[src/hptn_pkg.sv]
// hptn_pkg: shared types and constants for the histogram peak top-n block
// no dependencies; used by hptn_ctrl, hptn_datapath and histogram_peak_top_n_unit

package hptn_pkg;

    localparam int VAL_W       = 16;
    localparam int IDX_W       = 9;
    localparam int KEEP_W      = 4;
    localparam int CNT_W       = 6;
    localparam int MAX_BINS    = 256;
    localparam int BIN_W       = $clog2(MAX_BINS);
    localparam int MAX_PEAKS_D = 8;

    localparam logic [KEEP_W-1:0] KEEP_RESET = KEEP_W'(5);

    typedef struct packed {
        logic [VAL_W-1:0] bin_value;
        logic             last_bin;
    } t_in_beat;

    typedef struct packed {
        logic [IDX_W-1:0] open_index;
        logic [IDX_W-1:0] close_index;
        logic [VAL_W-1:0] peak_value;
        logic             last_peak;
    } t_out_beat;

    // controller to datapath
    typedef struct packed {
        logic step;
        logic final_ins;
        logic load_out;
        logic last_beat;
        logic clear;
    } t_cmd;

    // datapath to controller
    typedef struct packed {
        logic             last;
        logic [CNT_W-1:0] count;
    } t_stat;

endpackage

[src/hptn_datapath.sv]
// hptn_datapath: bin walk registers, sorted peak list and output register
// depends on hptn_pkg; driven by hptn_ctrl through hptn_pkg::t_cmd

module hptn_datapath #(
    parameter int MAX_PEAKS = hptn_pkg::MAX_PEAKS_D
) (
    input  logic                 i_clk,
    input  logic                 i_rst_n,
    input  hptn_pkg::t_cmd       i_cmd,
    input  hptn_pkg::t_in_beat   i_in,
    output hptn_pkg::t_stat      o_stat,
    output hptn_pkg::t_out_beat  o_out
);

    localparam int VAL_W = hptn_pkg::VAL_W;
    localparam int IDX_W = hptn_pkg::IDX_W;
    localparam int BIN_W = hptn_pkg::BIN_W;
    localparam int CNT_W = hptn_pkg::CNT_W;

    logic [BIN_W-1:0] r_bin_count;
    logic [VAL_W-1:0] r_prev, r_prev2;
    logic             r_seek;
    logic [IDX_W-1:0] r_open_lo;
    logic [VAL_W-1:0] r_open_h;
    logic [IDX_W-1:0] r_fin_hi;
    logic [CNT_W-1:0] r_count;
    hptn_pkg::t_out_beat r_out;

    logic [IDX_W-1:0] r_lo [MAX_PEAKS];
    logic [IDX_W-1:0] r_hi [MAX_PEAKS];
    logic [VAL_W-1:0] r_h  [MAX_PEAKS];

    logic [MAX_PEAKS-1:0] ge;
    logic [IDX_W-1:0]     center;
    logic [IDX_W-1:0]     ins_hi;
    logic                 valley_hit;
    logic                 top_hit;
    logic                 do_ins;
    logic                 n_seek;
    logic                 is_last;

    assign is_last    = i_in.last_bin || (r_bin_count == BIN_W'(hptn_pkg::MAX_BINS - 1));
    assign center     = IDX_W'(r_bin_count) - IDX_W'(1);
    assign valley_hit = (r_bin_count > BIN_W'(1)) && r_seek
                        && (r_prev2 > r_prev) && (i_in.bin_value > r_prev);
    assign top_hit    = (r_bin_count > BIN_W'(1)) && !r_seek
                        && (r_prev2 < r_prev) && (i_in.bin_value < r_prev);
    assign do_ins     = (i_cmd.step && valley_hit) || i_cmd.final_ins;
    assign ins_hi     = i_cmd.final_ins ? r_fin_hi : center;

    // seek flag as it stands after this bin
    always_comb begin
        n_seek = r_seek;
        if (r_bin_count == BIN_W'(1)) begin
            n_seek = r_prev > i_in.bin_value;
        end else if (valley_hit) begin
            n_seek = 1'b0;
        end else if (top_hit) begin
            n_seek = 1'b1;
        end
    end

    // list is sorted, so ge is a run of ones from entry 0
    always_comb begin
        for (int i = 0; i < MAX_PEAKS; i++) begin
            ge[i] = (CNT_W'(i) < r_count) && (r_h[i] >= r_open_h);
        end
    end

    always_ff @(posedge i_clk) begin
        if (!i_rst_n || i_cmd.clear) begin
            r_bin_count <= '0;
            r_prev      <= '0;
            r_prev2     <= '0;
            r_seek      <= 1'b0;
            r_open_lo   <= '0;
            r_open_h    <= '0;
            r_count     <= '0;
        end else begin
            if (i_cmd.step) begin
                r_seek <= n_seek;
                if (r_bin_count == '0) begin
                    r_prev    <= i_in.bin_value;
                    r_open_lo <= '0;
                end else begin
                    r_prev2 <= r_prev;
                    r_prev  <= i_in.bin_value;
                end
                if (is_last && (r_bin_count == '0 || !n_seek)) begin
                    r_open_h <= i_in.bin_value;
                end else if (r_bin_count == '0) begin
                    r_open_h <= i_in.bin_value;
                end else if (r_bin_count == BIN_W'(1)) begin
                    r_open_h <= n_seek ? r_prev : '0;
                end else if (valley_hit) begin
                    r_open_h <= '0;
                end else if (top_hit) begin
                    r_open_h <= r_prev;
                end
                if (valley_hit) begin
                    r_open_lo <= center;
                end
                if (!is_last) begin
                    r_bin_count <= r_bin_count + BIN_W'(1);
                end
            end
            if (do_ins && r_count < CNT_W'(MAX_PEAKS)) begin
                r_count <= r_count + CNT_W'(1);
            end
        end
    end

    always_ff @(posedge i_clk) begin
        if (i_cmd.step) begin
            r_fin_hi <= IDX_W'(r_bin_count) + IDX_W'(1);
        end
        if (i_cmd.load_out) begin
            r_out.open_index  <= r_lo[0];
            r_out.close_index <= r_hi[0];
            r_out.peak_value  <= r_h[0];
            r_out.last_peak   <= i_cmd.last_beat;
        end
    end

    genvar g;
    generate
        for (g = 0; g < MAX_PEAKS; g++) begin : g_entry
            always_ff @(posedge i_clk) begin
                if (i_cmd.load_out) begin
                    // emit drains the list from the front
                    if (g < MAX_PEAKS - 1) begin
                        r_lo[g] <= r_lo[(g < MAX_PEAKS - 1) ? g + 1 : g];
                        r_hi[g] <= r_hi[(g < MAX_PEAKS - 1) ? g + 1 : g];
                        r_h[g]  <= r_h[(g < MAX_PEAKS - 1) ? g + 1 : g];
                    end
                end else if (do_ins && !ge[g]) begin
                    if (g == 0 || ge[(g > 0) ? g - 1 : 0]) begin
                        r_lo[g] <= r_open_lo;
                        r_hi[g] <= ins_hi;
                        r_h[g]  <= r_open_h;
                    end else begin
                        r_lo[g] <= r_lo[(g > 0) ? g - 1 : 0];
                        r_hi[g] <= r_hi[(g > 0) ? g - 1 : 0];
                        r_h[g]  <= r_h[(g > 0) ? g - 1 : 0];
                    end
                end
            end
        end
    endgenerate

    assign o_stat.last  = is_last;
    assign o_stat.count = r_count;
    assign o_out        = r_out;

endmodule

[src/hptn_ctrl.sv]
// hptn_ctrl: run / final insert / emit sequencer, keep register, output valid
// depends on hptn_pkg; commands hptn_datapath

module hptn_ctrl #(
    parameter int MAX_PEAKS = hptn_pkg::MAX_PEAKS_D
) (
    input  logic                         i_clk,
    input  logic                         i_rst_n,
    input  logic                         i_in_valid,
    output logic                         o_in_stall,
    input  logic                         i_out_stall,
    output logic                         o_out_valid,
    input  logic                         i_cfg_we,
    input  logic [hptn_pkg::KEEP_W-1:0]  i_cfg_data,
    input  hptn_pkg::t_stat              i_stat,
    output hptn_pkg::t_cmd               o_cmd
);

    localparam int CNT_W = hptn_pkg::CNT_W;

    typedef enum logic [2:0] {
        S_RUN   = 3'b001,
        S_FINAL = 3'b010,
        S_EMIT  = 3'b100
    } t_state;

    t_state                     r_state, n_state;
    logic [hptn_pkg::KEEP_W-1:0] r_keep;
    logic [CNT_W-1:0]           r_left, n_left;
    logic                       r_out_valid, n_out_valid;
    logic [CNT_W-1:0]           keep_eff;
    logic [CNT_W-1:0]           count_after;
    logic                       can_load;

    always_comb begin
        keep_eff = CNT_W'(r_keep);
        if (keep_eff == '0) begin
            keep_eff = CNT_W'(1);
        end
        if (keep_eff > CNT_W'(MAX_PEAKS)) begin
            keep_eff = CNT_W'(MAX_PEAKS);
        end
        count_after = (i_stat.count < CNT_W'(MAX_PEAKS))
                      ? i_stat.count + CNT_W'(1) : i_stat.count;
    end

    assign can_load = !r_out_valid || !i_out_stall;

    always_comb begin
        n_state     = r_state;
        n_left      = r_left;
        n_out_valid = r_out_valid && i_out_stall;
        o_cmd       = '0;
        case (r_state)
            S_RUN: begin
                o_cmd.step = i_in_valid;
                if (i_in_valid && i_stat.last) begin
                    n_state = S_FINAL;
                end
            end
            S_FINAL: begin
                o_cmd.final_ins = 1'b1;
                n_left  = (count_after < keep_eff) ? count_after : keep_eff;
                n_state = S_EMIT;
            end
            S_EMIT: begin
                if (can_load) begin
                    o_cmd.load_out  = 1'b1;
                    o_cmd.last_beat = (r_left == CNT_W'(1));
                    o_cmd.clear     = (r_left == CNT_W'(1));
                    n_out_valid     = 1'b1;
                    n_left          = r_left - CNT_W'(1);
                    if (r_left == CNT_W'(1)) begin
                        n_state = S_RUN;
                    end
                end
            end
            default: begin
                n_state = S_RUN;
            end
        endcase
    end

    always_ff @(posedge i_clk) begin
        if (!i_rst_n) begin
            r_state     <= S_RUN;
            r_left      <= '0;
            r_out_valid <= 1'b0;
            r_keep      <= hptn_pkg::KEEP_RESET;
        end else begin
            r_state     <= n_state;
            r_left      <= n_left;
            r_out_valid <= n_out_valid;
            if (i_cfg_we) begin
                r_keep <= i_cfg_data;
            end
        end
    end

    assign o_in_stall  = (r_state != S_RUN);
    assign o_out_valid = r_out_valid;

endmodule

[src/histogram_peak_top_n_unit.sv]
// histogram_peak_top_n_unit: top level of the histogram peak finder
// depends on hptn_pkg, hptn_ctrl and hptn_datapath
//
// Usage: histogram bins stream in on the input channel (i_in_valid, i_in_data,
// o_in_stall), bin 0 first, last_bin set on the final bin. Bins past the
// MAX_BINS limit are cut off: bin MAX_BINS-1 always closes the histogram.
// Non-final bins are taken one per cycle, back to back.
// After the final bin the input stalls: the S_FINAL state inserts the closing
// peak into the sorted list, then the highest peaks leave on the output
// channel (o_out_valid, o_out_data, i_out_stall), highest first, one beat a
// cycle while the receiver does not stall, last_peak set on the final beat.
// The first beat is loaded into the output register in S_EMIT, after S_FINAL.
// The output register holds a stalled beat and the list drains only as beats
// are taken. peaks_to_keep is written through i_cfg_we / i_cfg_data; the user
// must write it only while idle, the block itself does not enforce this.
// Reset (synchronous, active low) clears the walk and sets peaks_to_keep to 5.

module histogram_peak_top_n_unit #(
    parameter int MAX_PEAKS = hptn_pkg::MAX_PEAKS_D
) (
    input  logic                         i_clk,
    input  logic                         i_rst_n,
    input  logic                         i_in_valid,
    input  hptn_pkg::t_in_beat           i_in_data,
    output logic                         o_in_stall,
    output logic                         o_out_valid,
    output hptn_pkg::t_out_beat          o_out_data,
    input  logic                         i_out_stall,
    input  logic                         i_cfg_we,
    input  logic [hptn_pkg::KEEP_W-1:0]  i_cfg_data
);

    hptn_pkg::t_cmd  w_cmd;
    hptn_pkg::t_stat w_stat;

    hptn_ctrl #(
        .MAX_PEAKS (MAX_PEAKS)
    ) u_ctrl (
        .i_clk       (i_clk),
        .i_rst_n     (i_rst_n),
        .i_in_valid  (i_in_valid),
        .o_in_stall  (o_in_stall),
        .i_out_stall (i_out_stall),
        .o_out_valid (o_out_valid),
        .i_cfg_we    (i_cfg_we),
        .i_cfg_data  (i_cfg_data),
        .i_stat      (w_stat),
        .o_cmd       (w_cmd)
    );

    hptn_datapath #(
        .MAX_PEAKS (MAX_PEAKS)
    ) u_datapath (
        .i_clk   (i_clk),
        .i_rst_n (i_rst_n),
        .i_cmd   (w_cmd),
        .i_in    (i_in_data),
        .o_stat  (w_stat),
        .o_out   (o_out_data)
    );

    // a final bin always hands over to the insert and emit phases
    a_last_stalls: assert property (@(posedge i_clk) disable iff (!i_rst_n)
        (i_in_valid && !o_in_stall && w_stat.last) |=> o_in_stall)
        else $error("input not stalled after final bin");

    // a held beat is never overwritten
    a_no_overwrite: assert property (@(posedge i_clk) disable iff (!i_rst_n)
        w_cmd.load_out |-> !(o_out_valid && i_out_stall))
        else $error("output register loaded while stalled");

    // bin walk, insert and drain never overlap
    a_cmd_excl: assert property (@(posedge i_clk) disable iff (!i_rst_n)
        w_cmd.step |-> (!w_cmd.final_ins && !w_cmd.load_out))
        else $error("conflicting datapath commands");

    // the closing insert leaves at least one peak to report
    a_list_filled: assert property (@(posedge i_clk) disable iff (!i_rst_n)
        w_cmd.final_ins |=> (w_stat.count != '0))
        else $error("peak list empty after closing insert");

endmodule
[config.mk]
export PLATFORM = sky130hd
export DESIGN_NAME = histogram_peak_top_n_unit
export DESIGN_NICKNAME = d
export VERILOG_FILES = /design/src/hptn_pkg.sv /design/src/hptn_datapath.sv /design/src/hptn_ctrl.sv /design/src/histogram_peak_top_n_unit.sv
export SDC_FILE = /design/constraint.sdc
export NUM_CORES = 1
export LEC_CHECK = 0
export BUFFER_PORTS_ARGS = -buffer_cell sky130_fd_sc_hd__buf_4
export CELL_PAD_IN_SITES_DETAIL_PLACEMENT = 1
export CELL_PAD_IN_SITES_GLOBAL_PLACEMENT = 2
export CORE_MARGIN = 4
export CORE_UTILIZATION = 46
export DETAILED_ROUTE_END_ITERATION = 12
export PLACE_DENSITY_LB_ADDON = 0.1
export REMOVE_ABC_BUFFERS = 1
export SKIP_LAST_GASP = 1
export SLEW_MARGIN = 20
export SYNTH_ARGS = -nofsm -noshare
export SYNTH_HDL_FRONTEND = slang
export SYNTH_SLANG_ARGS = --single-unit
[constraint.sdc]
create_clock -name i_clk -period 8.7 [get_ports i_clk]
set_clock_uncertainty 0.05 [all_clocks]
set_input_delay 1.74 -clock i_clk [delete_from_list [all_inputs] [get_ports i_clk]]
set_output_delay 1.74 -clock i_clk [all_outputs]
set_load 0.05 [all_outputs]
==> key figures <==
Synth
  – Number of flops mapped to enable cells by yosys: 316
  – Avg Cell Area, Syn: 10.7 sq um
  – Distinct cells, synth: 73
  – Synth warn: 0
  – Ys async rst share: 0
  – Cells after Synth: 2104
  – Mapped Area: 0.0225 sq mm
  – Primary FF master, synth: edfxtp_1
  – Register bit count reported by yosys: 402
  – Post-synthesis sequential area ratio: 0.498

Finish
  – Area Growth Syn to Fin: 11.1%
  – Fillers: 5158
  – Share of post-route cells with drive strength above 1: 0.137
  – Reg area: 0.0112 sq mm
  – Nets: 2315
  – Final Instance Area: 0.0250 sq mm
  – Multi-input gate area: 0.0106 sq mm
  – Ant diodes: 0

CTS
  – Hold Buf Count CTS: 0
  – Post-CTS sizing: 0
  – Maximum clock path buffer count: 3
  – Depth of the CTS H-tree: 2
  – Worst skew pair latency: 0.59 ns
  – Clock Pin Slew Worst Setup and Hold Paths: 0.06 ns
  – Postcts setup bufs: 0
  – CTS sink cnt: 402
  – CTS tree: built
  – Clk root buf: clkbuf_16
  – Num CTS Buffers: 47

Worst setup path
  – Worst setup path class: in2reg
  – CP Launch Type: input port
  – RR Startpoint: u_datapath.r_prev[15]
  – Worst reg-to-reg setup slack: 3.34 ns
  – Crit end category: register
  – Worst reg2reg path depth: 11
  – Largest fanout on the critical path: 66
  – CP Capture Point: u_datapath.r_hi[1][24]
  – CP required: 8.85 ns
  – Data arrival, critical path: 5.99 ns
  – Reg2reg end: u_datapath.r_hi[1][24]
  – CP startpoint: i_in_data[14]

Drt
  – DRT Pass-1 Iters: 5
  – Initial DRC count: 999
  – # DRC: 0
  – Met1 wire length: 29700 microns
  – Post-route ant nets: 0
  – Routed wire length per instance: 24.1 microns
  – Met2 Wirelength: 32200 microns
  – DR vias: 16600
  – Final wirelength: 66800 microns
  – WL met3: 2930 microns
  – Vias/cell: 6.00
  – Highest routed metal layer: met5

STA
  – Final setup fails: 0
  – Worst-Margin Slew: 1.10 ns
  – RSZ-0062 raised after global routing: no
  – Setup_tns: 0 ns
  – WHS: 0.400 ns
  – Max_slew headroom: 0.263
  – Period utilization: 0.671
  – Endpoints failing hold: 0
  – Slew Limit Fails: 0
  – Tmin final: 5.84 ns
  – Fmax: 0.171 GHz

Worst hold path
  – Hold Crit Class: reg2reg

Die
  – Initial core utilization: 0.468
  – Die Y: 229 microns
  – Core ar.: 0.0480 sq mm
  – IO Count: 63
  – Die ar.: 0.0525 sq mm
  – FP Rows: 80
  – Die span in x: 229 microns

GRT
  – Antenna violations before repair: 3
  – Global route overflow: 0
  – Largest net degree at the start of global routing: 71
  – Global-route wire length before repair: 104000 microns
  – GRT Util Overall: 0.252
  – Vias in the first global route: 17600

Status
  – Run status: complete, no violations

Place
  – IO buf count: 62
  – Placer Congestion: 0.855
  – HPWL after DPL: 44400 microns
  – DP Area: 0.0235 sq mm

Pwr
  – PwrDens: 179 mW/mm^2
  – Pleak: 0.00974 uW
  – Total power draw: 4490 uW
  – Worst VDD drop: 139 uV

Job
  – Max-cap violations: 0
-- worst min-delay path by stage --
| stage | cells past startpoint | from | to |
|---|---|---|---|
| floorplan | 0 | u_datapath.r_hi[0][0] | u_datapath.o_out[17] |
| global placement | 0 | u_datapath.r_hi[0][4] | u_datapath.o_out[21] |
| detailed placement | 0 | u_datapath.r_hi[0][4] | u_datapath.o_out[21] |
| CTS | 0 | u_datapath.r_hi[0][7] | u_datapath.o_out[24] |
| global route | 0 | u_datapath.r_hi[0][7] | u_datapath.o_out[24] |
| finish | 0 | u_datapath.r_hi[0][7] | u_datapath.o_out[24] |
-- worst max-delay path, stage by stage --
cell and delay (ns):
buf_4 0.12, ha_1 0.31, nand4_1 0.20, nor4_1 0.42
a21boi_0 0.27, or3_1 0.36, a41oi_4 0.32, buf_4 0.42
a21oi_4 0.22, buf_4 0.61, or2_2 0.94
-- metal layers --
metal  up-vias  global-route usage
li1       7775                   -
met1      8368               0.332
met2       346               0.428
met3       108              0.0381
met4         2              0.0829
met5         -                   0
-- sequential cells by signal, summed over array words and instances, names as in the netlist, 3 cells and up --
name                    flops
u_datapath.r_hi            72
u_datapath.r_bin_count      8
u_datapath.r_count          6
u_datapath.r_prev2         16
u_datapath.r_prev          16
u_datapath.r_open_lo        9
u_ctrl.r_left               6
u_ctrl.r_keep               4
u_datapath.r_open_h        16
u_datapath.r_h            128
u_ctrl.r_state              3
u_datapath.r_lo            72
u_datapath.o_out           35
u_datapath.r_fin_hi         9
-- where the power goes --
group,internal (uW),switching [uW]
Clock,1110,817
Sequential,2090,45.7
Combinational,151,278
Total,3350,1140
-- cells in the mapped netlist (4+ instances only) --
| cell | instances | share of area |
|---|---|---|
| or2_2 | 6 | 0.0017 |
| dfxtp_1 | 86 | 0.077 |
| a211oi_1 | 6 | 0.0020 |
| nand3_1 | 15 | 0.0033 |
| a31oi_1 | 22 | 0.0061 |
| o21ai_1 | 14 | 0.0031 |
| a21o_1 | 42 | 0.014 |
| and4_1 | 5 | 0.0019 |
| a2111oi_2 | 8 | 0.0053 |
| a21oi_1 | 199 | 0.044 |
| or3_1 | 7 | 0.0019 |
| edfxtp_1 | 316 | 0.42 |
| and3_1 | 7 | 0.0019 |
| buf_2 | 34 | 0.0076 |
| nand2_1 | 226 | 0.038 |
| xor2_1 | 13 | 0.0051 |
| mux2i_1 | 172 | 0.077 |
| xnor2_1 | 8 | 0.0031 |
| nor3_1 | 17 | 0.0038 |
| nand4_1 | 19 | 0.0053 |
| and2_1 | 5 | 0.0014 |
| inv_1 | 75 | 0.013 |
| a2111oi_0 | 13 | 0.0051 |
| ha_1 | 171 | 0.095 |
| a221oi_1 | 4 | 0.0016 |
| a22oi_1 | 10 | 0.0033 |
| o21a_1 | 5 | 0.0017 |
| clkbuf_1 | 72 | 0.012 |
| nor2_1 | 160 | 0.027 |
| nand2b_1 | 10 | 0.0028 |
| mux2_2 | 79 | 0.040 |
| nor2b_1 | 7 | 0.0019 |
| buf_1 | 14 | 0.0023 |
| nor3_2 | 9 | 0.0040 |
| o21ai_0 | 196 | 0.044 |
-- cell usage in the layout, fill, tap and decap left out, types with 8 or more instances in the layout --
master     synthesis  layout
edfxtp_1         316     316
nand2_1          226     221
a21oi_1          199     196
o21ai_0          196     195
mux2i_1          172     172
ha_1             171     171
nor2_1           160     159
buf_4              3      91
dfxtp_1           86      86
mux2_2            79      79
inv_1             75      74
clkbuf_16          0      47
a21o_1            42      42
a31oi_1           22      20
nand4_1           19      19
nor3_1            17      17
nand3_1           15      14
xor2_1            13      13
a2111oi_0         13      13
o21ai_1           14      13
clkinv_1           1      11
clkbuf_1          72      10
a22oi_1           10       9
nor3_2             9       9
xnor2_1            8       8
nand2b_1          10       8
a2111oi_2          8       8
clkinv_2           0       8
-- per-stage QoR --
stage               cells  setup slack [ns]  utilization
finish               2768              2.86        0.520
global route         2768              2.55        0.520
CTS                  2768              2.87        0.520
detailed placement   2684              2.28        0.490
global placement     2684              2.34        0.490
floorplan            1978             0.132            -
-- layout make-up --
| class | instances | share of cell area |
|---|---|---|
| flip-flops and latches | 402 | 0.448 |
| multi-input cells | 1500 | 0.424 |
| clock buffers | 61 | 0.0505 |
| well taps | 615 | 0.0308 |
| repair buffers | 91 | 0.0273 |
| inverters | 76 | 0.0114 |
| clock inverters | 23 | 0.00786 |
-- logic make-up after synthesis --
family          Yosys count  synth area share
mux                     252             0.117
xor+xnor                 21           0.00818
flops                   402             0.498
compound gates          553             0.146
buf+inv                 202            0.0371
simple gates            503            0.0982
fa+ha+maj               171            0.0951
Power figures use the tool's default switching activity.
